--- config.mk ---
export PLATFORM = sky130hd
export DESIGN_NAME = i2c_master_transaction_sequencer_unit
export DESIGN_NICKNAME = d
export VERILOG_FILES = /design/src/rtl/core/i2cms_pkg.sv /design/src/rtl/core/i2c_master_transaction_sequencer_unit.sv
export SDC_FILE = /design/constraint.sdc
export NUM_CORES = 1
export LEC_CHECK = 0
export ABC_AREA = 1
export BUFFER_PORTS_ARGS = -buffer_cell sky130_fd_sc_hd__buf_2
export CAP_MARGIN = 25
export CORE_UTILIZATION = 50
export CTS_CLUSTER_DIAMETER = 60
export CTS_CLUSTER_SIZE = 14
export DETAILED_ROUTE_END_ITERATION = 12
export PLACE_DENSITY = 0.84
export SKIP_CTS_REPAIR_TIMING = 1
export SLEW_MARGIN = 20
export SYNTH_ARGS = -nofsm -noshare
export SYNTH_HDL_FRONTEND = slang
export SYNTH_SLANG_ARGS = --single-unit
--- constraint.sdc ---
create_clock -name i_clk -period 2.5 [get_ports i_clk]
set_input_delay 0 -clock i_clk [delete_from_list [all_inputs] [get_ports i_clk]]
set_output_delay 0 -clock i_clk [all_outputs]
set_load 0.005 [all_outputs]
--- src/rtl/core/i2cms_pkg.sv ---
// Package for the I2C master transaction sequencer: phase, command and
// register codes, and the input and result record types.
// No dependencies; imported by i2c_master_transaction_sequencer_unit.
`default_nettype none

package i2cms_pkg;

    // Longest transfer in bytes; the byte count saturates here.
    localparam int MAX_LENGTH = 255;
    localparam logic [7:0] LEN_MAX = 8'((MAX_LENGTH > 255) ? 255 : MAX_LENGTH);

    typedef enum logic [4:0] {
        PH_IDLE     = 5'd0,
        PH_TX       = 5'd3,
        PH_RX       = 5'd4,
        PH_TX_EMPTY = 5'd5,
        PH_RESTART  = 5'd8,
        PH_RESET    = 5'd14
    } t_phase;

    typedef enum logic [1:0] {
        ACT_START_WRITE = 2'd0,
        ACT_START_READ  = 2'd1,
        ACT_EVENT       = 2'd2,
        ACT_OPEN        = 2'd3
    } t_action;

    // Follow-up actions held in the action registers.
    localparam logic [1:0] FOLLOW_STOP     = 2'd0;
    localparam logic [1:0] FOLLOW_RESTART_RD = 2'd1;
    localparam logic [1:0] FOLLOW_RESTART_WR = 2'd2;
    localparam logic [1:0] FOLLOW_CONTINUE = 2'd3;

    // Controller commands.
    localparam logic [1:0] CMD_NONE  = 2'd0;
    localparam logic [1:0] CMD_RECV  = 2'd1;
    localparam logic [1:0] CMD_STOP  = 2'd2;
    localparam logic [1:0] CMD_FLUSH = 2'd3;

    // Acknowledge settings for received bytes.
    localparam logic [1:0] ACK_KEEP = 2'd0;
    localparam logic [1:0] ACK_SET  = 2'd1;
    localparam logic [1:0] ACK_NACK = 2'd2;

    // Configuration register indexes.
    localparam logic [2:0] REG_TARGET_ADDRESS   = 3'd0;
    localparam logic [2:0] REG_TRANSFER_LENGTH  = 3'd1;
    localparam logic [2:0] REG_ON_DATA_COMPLETE = 3'd2;
    localparam logic [2:0] REG_ON_DATA_NACK     = 3'd3;
    localparam logic [2:0] REG_ON_ADDRESS_NACK  = 3'd4;
    localparam logic [2:0] REG_ON_COLLISION     = 3'd5;

    typedef struct packed {
        t_action    action;
        logic       nack_seen;
        logic       arbitration_lost;
        logic       bus_error;
        logic [7:0] received_byte;
        logic [7:0] next_tx_byte;
    } t_item;

    typedef struct packed {
        logic       accepted;
        logic       addr_valid;
        logic [7:0] addr_byte;
        logic       data_valid;
        logic [7:0] data_byte;
        logic [1:0] ack_action;
        logic [1:0] bus_command;
        logic       rx_valid;
        logic [7:0] rx_data;
        logic       busy_res;
        logic       failed;
        logic       buffer_done;
    } t_result;

endpackage

`default_nettype wire

--- src/rtl/core/i2c_master_transaction_sequencer_unit.sv ---
// Top level of the I2C master transaction sequencer: input register,
// single-pass phase logic and result register. Depends on i2cms_pkg.
`default_nettype none

// Channel   | Direction | Handshake                    | Contents
// ----------+-----------+------------------------------+--------------------------------
// s_axis    | in        | s_axis_tvalid/s_axis_tready  | command or controller event
// m_axis    | out       | m_axis_tvalid/m_axis_tready  | controller commands and status
// cfg       | in        | i_cfg_valid/o_cfg_ready      | register index and write data
//
// Every transaction on s_axis yields exactly one result on m_axis. A new
// transaction can be taken every cycle while m_axis is not stalled; each
// passes through the input register and then the result register, with a
// single phase update between them. Reset is synchronous and active low:
// it puts the sequencer in its reset phase with the counters and flags
// cleared and the registers at their defaults. A stall on m_axis holds the
// result and, once the input register is also full, drops s_axis_tready;
// configuration writes are taken only while the input register is empty.

module i2c_master_transaction_sequencer_unit
    import i2cms_pkg::*;
(
    input  wire logic        i_clk,
    input  wire logic        i_rst_n,
    input  wire logic        s_axis_tvalid,
    output logic             s_axis_tready,
    // tdata, lowest bit up: nack_seen, arbitration_lost, bus_error,
    // received_byte[7:0], next_tx_byte[7:0], five zero bits
    input  wire logic [23:0] s_axis_tdata,
    // tuser: action[1:0]
    input  wire logic [1:0]  s_axis_tuser,
    output logic             m_axis_tvalid,
    input  wire logic        m_axis_tready,
    // tdata, lowest bit up: accepted, addr_valid, addr_byte[7:0], data_valid,
    // data_byte[7:0], ack_action[1:0], bus_command[1:0], rx_valid,
    // rx_data[7:0], busy_res, failed, buffer_done, five zero bits
    output logic [39:0]      m_axis_tdata,
    input  wire logic        i_cfg_valid,
    output logic             o_cfg_ready,
    input  wire logic [2:0]  i_cfg_index,
    input  wire logic [7:0]  i_cfg_data
);

    // Pipeline registers.
    logic    r_in_valid;
    t_item   r_in;
    logic    r_out_valid;
    t_result r_out;
    logic    advance;

    // Configuration registers.
    logic [6:0] r_target_address;
    logic [7:0] r_transfer_length;
    logic [1:0] r_on_data_complete, n_on_data_complete;
    logic [1:0] r_on_data_nack, n_on_data_nack;
    logic [1:0] r_on_address_nack, n_on_address_nack;
    logic [1:0] r_on_collision, n_on_collision;

    // Transfer state.
    t_phase     r_phase, n_phase;
    logic [7:0] r_bytes_left, n_bytes_left;
    logic       r_watch_addr, n_watch_addr;
    logic       r_busy, n_busy;
    logic       r_error, n_error;
    t_result    n_out;

    // The phase logic runs when the input register is full and the result
    // register is empty or being emptied in this cycle.
    assign advance       = r_in_valid && (!r_out_valid || m_axis_tready);
    assign s_axis_tready = !r_in_valid || advance;
    assign m_axis_tvalid = r_out_valid;
    assign o_cfg_ready   = !r_in_valid;

    assign m_axis_tdata = {5'b0, r_out.buffer_done, r_out.failed, r_out.busy_res,
                           r_out.rx_data, r_out.rx_valid, r_out.bus_command,
                           r_out.ack_action, r_out.data_byte, r_out.data_valid,
                           r_out.addr_byte, r_out.addr_valid, r_out.accepted};

    always_ff @(posedge i_clk) begin
        if (!i_rst_n) begin
            r_in_valid <= 1'b0;
        end else if (s_axis_tvalid && s_axis_tready) begin
            r_in_valid <= 1'b1;
        end else if (advance) begin
            r_in_valid <= 1'b0;
        end
        if (s_axis_tvalid && s_axis_tready) begin
            r_in.action           <= t_action'(s_axis_tuser);
            r_in.nack_seen        <= s_axis_tdata[0];
            r_in.arbitration_lost <= s_axis_tdata[1];
            r_in.bus_error        <= s_axis_tdata[2];
            r_in.received_byte    <= s_axis_tdata[10:3];
            r_in.next_tx_byte     <= s_axis_tdata[18:11];
        end
    end

    always_ff @(posedge i_clk) begin
        if (!i_rst_n) begin
            r_out_valid <= 1'b0;
        end else if (advance) begin
            r_out_valid <= 1'b1;
        end else if (m_axis_tready) begin
            r_out_valid <= 1'b0;
        end
        if (advance) begin
            r_out <= n_out;
        end
    end

    // Transfer state and registers. Configuration is only taken while the
    // input register is empty, so a write never meets a step in the same cycle.
    always_ff @(posedge i_clk) begin
        if (!i_rst_n) begin
            r_phase            <= PH_RESET;
            r_bytes_left       <= 8'd0;
            r_watch_addr       <= 1'b0;
            r_busy             <= 1'b0;
            r_error            <= 1'b0;
            r_target_address   <= 7'd0;
            r_transfer_length  <= 8'd1;
            r_on_data_complete <= FOLLOW_STOP;
            r_on_data_nack     <= FOLLOW_STOP;
            r_on_address_nack  <= FOLLOW_STOP;
            r_on_collision     <= FOLLOW_STOP;
        end else if (advance) begin
            r_phase            <= n_phase;
            r_bytes_left       <= n_bytes_left;
            r_watch_addr       <= n_watch_addr;
            r_busy             <= n_busy;
            r_error            <= n_error;
            r_on_data_complete <= n_on_data_complete;
            r_on_data_nack     <= n_on_data_nack;
            r_on_address_nack  <= n_on_address_nack;
            r_on_collision     <= n_on_collision;
        end else if (i_cfg_valid && o_cfg_ready) begin
            unique case (i_cfg_index)
                REG_TARGET_ADDRESS:   r_target_address   <= i_cfg_data[6:0];
                REG_TRANSFER_LENGTH:  r_transfer_length  <= i_cfg_data;
                REG_ON_DATA_COMPLETE: r_on_data_complete <= i_cfg_data[1:0];
                REG_ON_DATA_NACK:     r_on_data_nack     <= i_cfg_data[1:0];
                REG_ON_ADDRESS_NACK:  r_on_address_nack  <= i_cfg_data[1:0];
                REG_ON_COLLISION:     r_on_collision     <= i_cfg_data[1:0];
                default: ;
            endcase
        end
    end

    // Phase logic. Each path raises at most one of the issue, stop or flush
    // requests; they are applied at the end so that an address issue after
    // a follow-up overrides the state left by the path that chose it.
    always_comb begin
        logic       do_issue;
        logic       issue_rd;
        logic       do_stop;
        logic       do_flush;
        logic [1:0] follow_sel;
        logic       do_follow;
        logic       do_send;
        logic [7:0] len_load;
        logic [7:0] left;
        logic       last;

        do_issue   = 1'b0;
        issue_rd   = 1'b0;
        do_stop    = 1'b0;
        do_flush   = 1'b0;
        follow_sel = FOLLOW_STOP;
        do_follow  = 1'b0;
        do_send    = 1'b0;
        last       = 1'b0;

        // Transfer length limited to one up to the longest transfer.
        len_load = (r_transfer_length == 8'd0) ? 8'd1 : r_transfer_length;
        if (len_load > LEN_MAX) begin
            len_load = LEN_MAX;
        end
        left = r_bytes_left;

        n_phase            = r_phase;
        n_bytes_left       = r_bytes_left;
        n_watch_addr       = r_watch_addr;
        n_busy             = r_busy;
        n_error            = r_error;
        n_on_data_complete = r_on_data_complete;
        n_on_data_nack     = r_on_data_nack;
        n_on_address_nack  = r_on_address_nack;
        n_on_collision     = r_on_collision;
        n_out              = '0;
        n_out.accepted     = 1'b1;

        if (r_in.action == ACT_START_WRITE || r_in.action == ACT_START_READ) begin
            if (r_busy) begin
                n_out.accepted = 1'b0;
            end else begin
                n_busy   = 1'b1;
                n_error  = 1'b0;
                do_issue = 1'b1;
                issue_rd = (r_in.action == ACT_START_READ);
            end
        end else if (r_in.action == ACT_OPEN) begin
            n_on_data_complete = FOLLOW_STOP;
            n_on_data_nack     = FOLLOW_STOP;
            n_on_address_nack  = FOLLOW_STOP;
            n_on_collision     = FOLLOW_STOP;
            n_watch_addr       = 1'b0;
            n_error            = 1'b0;
            n_bytes_left       = 8'd0;
            do_flush           = 1'b1;
        end else if (r_in.bus_error) begin
            n_error  = 1'b1;
            do_flush = 1'b1;
        end else if (r_in.arbitration_lost) begin
            n_error = 1'b1;
            if (r_on_collision == FOLLOW_RESTART_RD) begin
                do_issue = 1'b1;
                issue_rd = 1'b1;
            end else if (r_on_collision == FOLLOW_RESTART_WR) begin
                do_issue = 1'b1;
            end else begin
                do_flush = 1'b1;
            end
        end else if (r_watch_addr && r_in.nack_seen) begin
            n_error      = 1'b1;
            n_watch_addr = 1'b0;
            do_follow    = 1'b1;
            follow_sel   = r_on_address_nack;
        end else begin
            unique case (r_phase)
                PH_TX: begin
                    if (r_in.nack_seen) begin
                        do_follow  = 1'b1;
                        follow_sel = r_on_data_nack;
                    end else begin
                        do_send = 1'b1;
                    end
                end
                PH_TX_EMPTY: begin
                    if (r_in.nack_seen) begin
                        do_follow  = 1'b1;
                        follow_sel = r_on_data_nack;
                    end else begin
                        n_out.buffer_done = 1'b1;
                        if (r_on_data_complete == FOLLOW_CONTINUE) begin
                            // Reload the count and carry on writing at once.
                            left    = len_load;
                            do_send = 1'b1;
                        end else begin
                            do_follow  = 1'b1;
                            follow_sel = r_on_data_complete;
                        end
                    end
                end
                PH_RX: begin
                    last               = (r_bytes_left <= 8'd1);
                    n_watch_addr       = 1'b0;
                    n_out.ack_action   = last ? ACK_NACK : ACK_SET;
                    n_out.rx_valid     = 1'b1;
                    n_out.rx_data      = r_in.received_byte;
                    n_bytes_left       = (r_bytes_left != 8'd0) ? r_bytes_left - 8'd1
                                                                 : 8'd0;
                    if (!last) begin
                        n_out.bus_command = CMD_RECV;
                        n_phase           = PH_RX;
                    end else begin
                        n_out.buffer_done = 1'b1;
                        if (r_on_data_complete == FOLLOW_RESTART_RD ||
                            r_on_data_complete == FOLLOW_RESTART_WR) begin
                            n_phase = PH_RESTART;
                        end else begin
                            do_stop = 1'b1;
                        end
                    end
                end
                PH_RESTART: begin
                    // A restart after a read is always another read.
                    do_issue = 1'b1;
                    issue_rd = 1'b1;
                end
                PH_RESET: begin
                    do_flush = 1'b1;
                end
                default: begin
                    n_busy  = 1'b0;
                    n_phase = PH_IDLE;
                end
            endcase
        end

        if (do_follow) begin
            if (follow_sel == FOLLOW_RESTART_RD) begin
                do_issue = 1'b1;
                issue_rd = 1'b1;
            end else if (follow_sel == FOLLOW_RESTART_WR) begin
                do_issue = 1'b1;
            end else begin
                do_stop = 1'b1;
            end
        end

        if (do_send) begin
            n_watch_addr     = 1'b0;
            n_out.data_valid = 1'b1;
            n_out.data_byte  = r_in.next_tx_byte;
            n_bytes_left     = (left != 8'd0) ? left - 8'd1 : 8'd0;
            n_phase          = (n_bytes_left != 8'd0) ? PH_TX : PH_TX_EMPTY;
        end

        if (do_issue) begin
            n_out.addr_valid = 1'b1;
            n_out.addr_byte  = {r_target_address, issue_rd};
            n_watch_addr     = 1'b1;
            n_bytes_left     = len_load;
            n_phase          = issue_rd ? PH_RX : PH_TX;
        end

        if (do_stop) begin
            n_out.bus_command = CMD_STOP;
            n_busy            = 1'b0;
            n_phase           = PH_IDLE;
        end

        if (do_flush) begin
            n_out.bus_command = CMD_FLUSH;
            n_busy            = 1'b0;
            n_phase           = PH_RESET;
        end

        n_out.busy_res = n_busy;
        n_out.failed   = n_error;
    end

endmodule

`default_nettype wire

Word-level counts from Yosys, hierarchy flattened --
Index checks and enable logic that the tools add are counted.
Storage, ports and cells: register bits 97, latch bits 0, memory bits (writable) 0, memory bits (read-only) 0, bits of input ports 42, word-level logic and storage cells 262, memories kept 0
Cells by class: $add $sub $neg 2, multipliers 0, divide/modulo/power cells 0, magnitude comparators 2, eq/ne operators 32, shift-type cells 0, muxes and demuxes 153, bitwise operators 2, reduce and logical (&&, ||, !) cells 39
Operator list (number):
- two-way mux 8 bit | 20
- two-way mux 1 bit | 84
- two-way mux 11 bit | 5
- two-way mux 5 bit | 11
- two-way mux 2 bit | 23
- inequality test 5 x 1 -> 1 bit, second input constant | 6
- nonzero test 8 bit | 3
- two-way mux 9 bit | 2
- AND reduction 4 bit | 4
- subtractor 8 x 1 -> 8 bit, second input constant | 2
- nonzero test 2 bit | 7
- == test 2 bit, second input constant | 5
- == test 5 x 3 -> 1 bit, second input constant | 2
- == test 5 x 4 -> 1 bit, second input constant | 2
- two-way mux 10 bit | 1
- one-hot mux 5 bit (2 select lines) | 1
- OR reduction 5 bit | 2
- == test 2 x 1 -> 1 bit, second input constant | 4
- greater-than comparator 8 bit, second input constant | 1
- <= comparator 8 x 1 -> 1 bit, second input constant | 1
- logical NOT 8 bit | 1
- inequality test 4 x 1 -> 1 bit, second input constant | 2
- AND reduction 8 bit | 1
- inequality test 7 bit, second input constant | 1
- other kinds (25) | 39

Logic depth before layout (Yosys ltp) --
depth in word-level cells 20, depth in mapped cells 24, mapped depth without buffers 23

Worst setup path before layout --
No wires, ideal clock.
path type register to register, start register r_in[18] (netlist name), end register r_phase[2], library setup time 0.115 ns, arrival time 2.369 ns, data required time 2.385 ns, path slack 0.016 ns, cell stages (with the launch flop) 23, buffers on the path 1, cells stage by stage edfxtp_1 > nand2_2 > nand2_2 > nor2_8 > nand2_8 > buf_6 > nand2_1 > nand2_2 > ha_1 > nand3_1 > nor2_4 > nand2_2 > nand2_1 > nor2_1 > nor2_1 > nand3_1 > nand2_1 > nand2_1 > nand2_1 > nand2_1 > nand2_1 > nand2_1 > nand2_1
On the way: cells in the longest elaborated chain, start to end 15, elaborated cells on any way between the ends 79, those cells by class add/sub (1); eq/ne (9); mux (65); reduce/logical (4)
Ends and longest elaborated chain:
- start: declaration | RTL line i2c_master_transaction_sequencer_unit.sv:46 | t_item r_in;
- two-way mux 8 bit | RTL line i2c_master_transaction_sequencer_unit.sv:238 | if (r_in.nack_seen) begin
- two-way mux 8 bit | RTL line i2c_master_transaction_sequencer_unit.sv:228 | unique case (r_phase)
- two-way mux 8 bit | RTL line i2c_master_transaction_sequencer_unit.sv:222 | end else if (r_watch_addr && r_in.nack_seen) begin
- two-way mux 8 bit | RTL line i2c_master_transaction_sequencer_unit.sv:212 | end else if (r_in.arbitration_lost) begin
- two-way mux 8 bit | RTL line i2c_master_transaction_sequencer_unit.sv:209 | end else if (r_in.bus_error) begin
- two-way mux 8 bit | RTL line i2c_master_transaction_sequencer_unit.sv:200 | end else if (r_in.action == ACT_OPEN) begin
- two-way mux 8 bit | RTL line i2c_master_transaction_sequencer_unit.sv:191 | if (r_in.action == ACT_START_WRITE || r_in.action == ACT_START_READ) begin
- subtractor 8 x 1 -> 8 bit or nonzero test 8 bit (tied branches) | RTL line i2c_master_transaction_sequencer_unit.sv:304 | n_bytes_left = (left != 8'd0) ? left - 8'd1 : 8'd0;
- two-way mux 8 bit | RTL line i2c_master_transaction_sequencer_unit.sv:304
- nonzero test 8 bit | RTL line i2c_master_transaction_sequencer_unit.sv:305 | n_phase = (n_bytes_left != 8'd0) ? PH_TX : PH_TX_EMPTY;
- two-way mux 3 bit | RTL line i2c_master_transaction_sequencer_unit.sv:305
- two-way mux 5 bit | RTL line i2c_master_transaction_sequencer_unit.sv:300 | if (do_send) begin
- two-way mux 5 bit | RTL line i2c_master_transaction_sequencer_unit.sv:308 | if (do_issue) begin
- two-way mux 5 bit | RTL line i2c_master_transaction_sequencer_unit.sv:316 | if (do_stop) begin
- two-way mux 5 bit | RTL line i2c_master_transaction_sequencer_unit.sv:322 | if (do_flush) begin
- end signal: assignment | RTL line i2c_master_transaction_sequencer_unit.sv:126 | r_phase <= n_phase;
- end: declaration | RTL line i2c_master_transaction_sequencer_unit.sv:60 | t_phase r_phase, n_phase;
Several ways; a longest one is shown, not always the timed one. A chain may end at the register's enable or synchronous reset.

Final worst setup path --
start register r_in[19] (netlist name), end register r_phase[2]
On the way: cells in the longest elaborated chain, start to end 11, elaborated cells on any way between the ends 49, those cells by class add/sub (1); eq/ne (11); mux (32); reduce/logical (5)
Ends and longest elaborated chain (RTL line):
- == test 2 bit (tied with other cells) | i2c_master_transaction_sequencer_unit.sv:200
- two-way mux 8 bit or logical OR 1 bit (tied branches) | i2c_master_transaction_sequencer_unit.sv:200, i2c_master_transaction_sequencer_unit.sv:191
- two-way mux 8 bit | i2c_master_transaction_sequencer_unit.sv:191
- subtractor 8 x 1 -> 8 bit or nonzero test 8 bit (tied branches) | i2c_master_transaction_sequencer_unit.sv:304
- two-way mux 8 bit | i2c_master_transaction_sequencer_unit.sv:304
- nonzero test 8 bit | i2c_master_transaction_sequencer_unit.sv:305
- two-way mux 3 bit | i2c_master_transaction_sequencer_unit.sv:305
- two-way mux 5 bit | i2c_master_transaction_sequencer_unit.sv:300
- two-way mux 5 bit | i2c_master_transaction_sequencer_unit.sv:308
- two-way mux 5 bit | i2c_master_transaction_sequencer_unit.sv:316
- two-way mux 5 bit | i2c_master_transaction_sequencer_unit.sv:322
Several ways; a longest one is shown, not always the timed one.

==> flow_metrics.py <==
metrics = {
    "critical_path": {
        "ff2ff_setup_slack_ns": -0.01,
        "critPathMostFrequentCell": "nand2_1",
        "slowest_stage": "edfxtp_1",
        "r2r_cells": 21,
        "cp.required_ns": 2.83,
        "r2r_end": "r_phase[2]$_SDFFE_PN1P_",
        "cp_num_cells": 21,
        "endpoint": "r_phase[2]$_SDFFE_PN1P_",
        "path_cells": "nor2_4, buf_4, nand2_2, nor2_4, nand2_2, nand2_4, ha_4, nand3_4, nor2_4, nand2_4, nand3_4, nand2_2, nor2_2, nand3_1, nand2_1, nand2_1, nand2_1, nand2_1, nand2_1, nand2_1, nand2_1",
        "r2r-start": "r_in[19]$_DFFE_PP_",
        "path_max_fanout": 7,
        "startpoint_type": "register",
        "cp_data_arrival_time_ns": 2.84,
        "critPathMaxStageDelay_ns": 0.48,
        "setup.worst_path.start": "r_in[19]$_DFFE_PP_",
        "cpLargestDelayFamily": "simple AND/OR/NAND/NOR gates",
        "criticalPathCategory": "register to register",
        "setup.worst_path.end_class": "register",
        "crit_buf_inv": 1,
    },
    "finish": {
        "final_cell_area_mm2": 0.00642,
        "final_common_cell": "nand2_1",
        "n_antenna_cell": 0,
        "n_fill_cell": 684,
        "final_cell_mix": "nand2_1, inv_1, buf_2, nor2_1, edfxtp_1",
        "area_delta_synth_final_pct": 34.5,
        "drive_above_1_share": 0.280,
        "nets": 786,
    },
    "timing": {
        "post-route-min-period_ns": 2.51,
        "whs_ns": -0.0463,
        "fin_crit_sh": 1.01,
        "setup_tns_ns": -0.0143,
        "report.final.hold_viol_count": 2,
        "fmax_mhz": 398,
        "setup_viol": 1,
        "fin_ws_ns": -0.0143,
        "drv_slew": 0,
        "rsz0062_at_grt": "true",
        "finalClockSkew_ns": 0.0140,
        "worst_pin_slew_ns": 0.857,
        "max_slew_margin": 0.428,
    },
    "detailed_routing": {
        "drt-initial-drc-count": 364,
        "drc": 0,
        "dr.pass1.iters": 6,
        "avgViaCountPerCell": 5.28,
        "drtAntennaViolNets": 0,
        "vias": 4595,
        "wirelength_mm": 13.4,
        "wl_per_cell_um": 15.4,
    },
    "grt": {
        "grt_first_pass_wirelength_mm": 18.8,
        "grt_max_degree": 37,
        "grt_pass1_vias": 3984,
        "grt_usage": 0.245,
        "grt-ovfl-total": 0,
        "antenna_found_initial": 0,
    },
    "place": {
        "place.gp.congestion": 0.948,
        "dp_slack_ns": 0.00769,
        "io_buffers": 74,
        "place_area_mm2": 0.00553,
        "dp_hpwl_mm": 8.64,
    },
    "logic_synthesis": {
        "synth_fa_ha_area_frac": 0.0183,
        "synth_top_cell_by_area": "edfxtp_1",
        "synthMuxAreaShare": 0,
        "synth_flop_cell": "edfxtp_1",
        "ys_ff_latch": 96,
        "synth_compound_area_frac": 0.131,
        "synth_top_family_by_area": "simple AND/OR/NAND/NOR gates",
        "synthArstFlopShare": 0,
        "synthesis.instances": 576,
        "synth_edf_count": 56,
        "syn-cell-area_mm2": 0.00477,
        "synthSimpleGateAreaFrac": 0.227,
        "synth-xor-area-share": 0.0110,
        "avgSynthCellArea_um2": 8.29,
        "synth.top_cell.area_share": 0.352,
        "yosysSeqAreaShare": 0.520,
        "synth_cell_types": 41,
        "yosysWarnings": 0,
        "synthTopCellsByArea": "edfxtp_1, dfxtp_1, nand2_1",
    },
    "die": {
        "boundaryPins": 85,
        "core_area_mm2": 0.00924,
        "chipWidth_um": 99.7,
        "floorplan.die_area_mm2": 0.00994,
        "fp.dieH_um": 99.7,
        "start_util": 0.517,
        "row_count": 35,
    },
    "clock_network": {
        "htreeDepth": 3,
        "clkLatencyLatePin_ns": 0.39,
        "cts_buffers": 9,
        "cts_tree": "built",
        "root_buffer": "clkbuf_8",
        "clockBufferDepth": 2,
        "cts.clk_slew.worst_paths_ns": 0.10,
        "cts_sinks": 96,
    },
    "power_and_ir_drop": {
        "ir_worst_vdd_uv": 398,
        "p_per_area_mw_per_mm2": 563,
        "power.total_mw": 3.61,
        "p_leak_nw": 2.87,
    },
    "run_status": {
        "status": "finished with violations",
        "violations": "negative hold slack, negative setup slack",
    },
    "worst_hold_path": {
        "hold_class": "primary input to register",
    },
    "run": {
        "drv_cap": 0,
    },
}
[per-layer routing]
layer	wire length, um	vias up	share of wire	global-route usage
li1	-	2185	-	-
met1	5360	2119	0.40	0.324
met2	6660	249	0.50	0.402
met3	977	42	0.073	0.0379
met4	382	0	0.029	0.104
met5	0	-	0	0
[state kept, by name, indices dropped and copies added, names as in the netlist, 2 cells and up]
register / cells
r_on_data_nack: 2
r_on_address_nack: 2
r_on_collision: 2
r_bytes_left: 8
r_phase: 4
r_transfer_length: 8
r_on_data_complete: 2
m_axis_tdata: 35
r_target_address: 7
r_in: 21
[synth_stat cells (all sizes together), types with 2 or more instances]
cell	instances
a211oi	3
o211ai	4
o31ai	2
xor2	4
nand2	130
o22ai	3
inv	93
o221ai	2
nor3	3
nor2	73
ha	7
clkinv	3
buf	6
dfxtp	40
nand3	33
edfxtp	56
nand3b	3
a21oi	46
o21ai	47
xnor2	2
clkbuf	8
[through the flow]
step                      cells   util
after floorplan             580      -
after global placement      807  0.598
after detailed placement    807  0.598
after CTS                   823  0.621
after global routing        871  0.695
final                       871  0.695
[cell type report]
type / instances / area [um^2] / share of cell area
sequential: 96 / 2480 / 0.387
multi-input combinational: 374 / 2060 / 0.322
clock buffer: 9 / 124 / 0.0193
clock inverter: 7 / 90.1 / 0.0140
tap: 129 / 161 / 0.0251
inverter: 96 / 373 / 0.0581
timing repair buffer: 160 / 1120 / 0.175
[power by group]
group | switching (mW) | internal [mW] | total, mW
Clock | 0.612 | 0.486 | 1.10
Sequential | 0.0408 | 1.75 | 1.79
Combinational | 0.416 | 0.309 | 0.724
Total | 1.07 | 2.54 | 3.61
[how the worst min path moves through the flow]
stage	from	to	slack, ns	cells past startpoint
global route	i_cfg_data[0]	r_target_address[0]$_SDFFE_PN0P_	0.01	3
finish	i_cfg_data[0]	r_target_address[0]$_SDFFE_PN0P_	-0.05	3
floorplan	s_axis_tdata[11]	r_in[0]$_DFFE_PP_	0.1	0
detailed placement	s_axis_tuser[1]	r_in[20]$_DFFE_PP_	0.18	1
CTS	s_axis_tuser[1]	r_in[20]$_DFFE_PP_	-0.23	1
global placement	s_axis_tdata[7]	r_in[12]$_DFFE_PP_	0.18	1
[worst min-delay path: stages]
cell and delay (ns):
buf_2 0.07, inv_1 0.09, a21oi_1 0.13
[logic make-up after synthesis]
| family | Yosys count |
|---|---|
| AOI/OAI and AO/OA | 111 |
| other | 1 |
| adders and majority gates | 7 |
| and+or+nand+nor | 245 |
| DFF | 96 |
| xor gates and xnor gates | 6 |
| buffers and inverters | 110 |
Power figures use the tool's default switching activity.
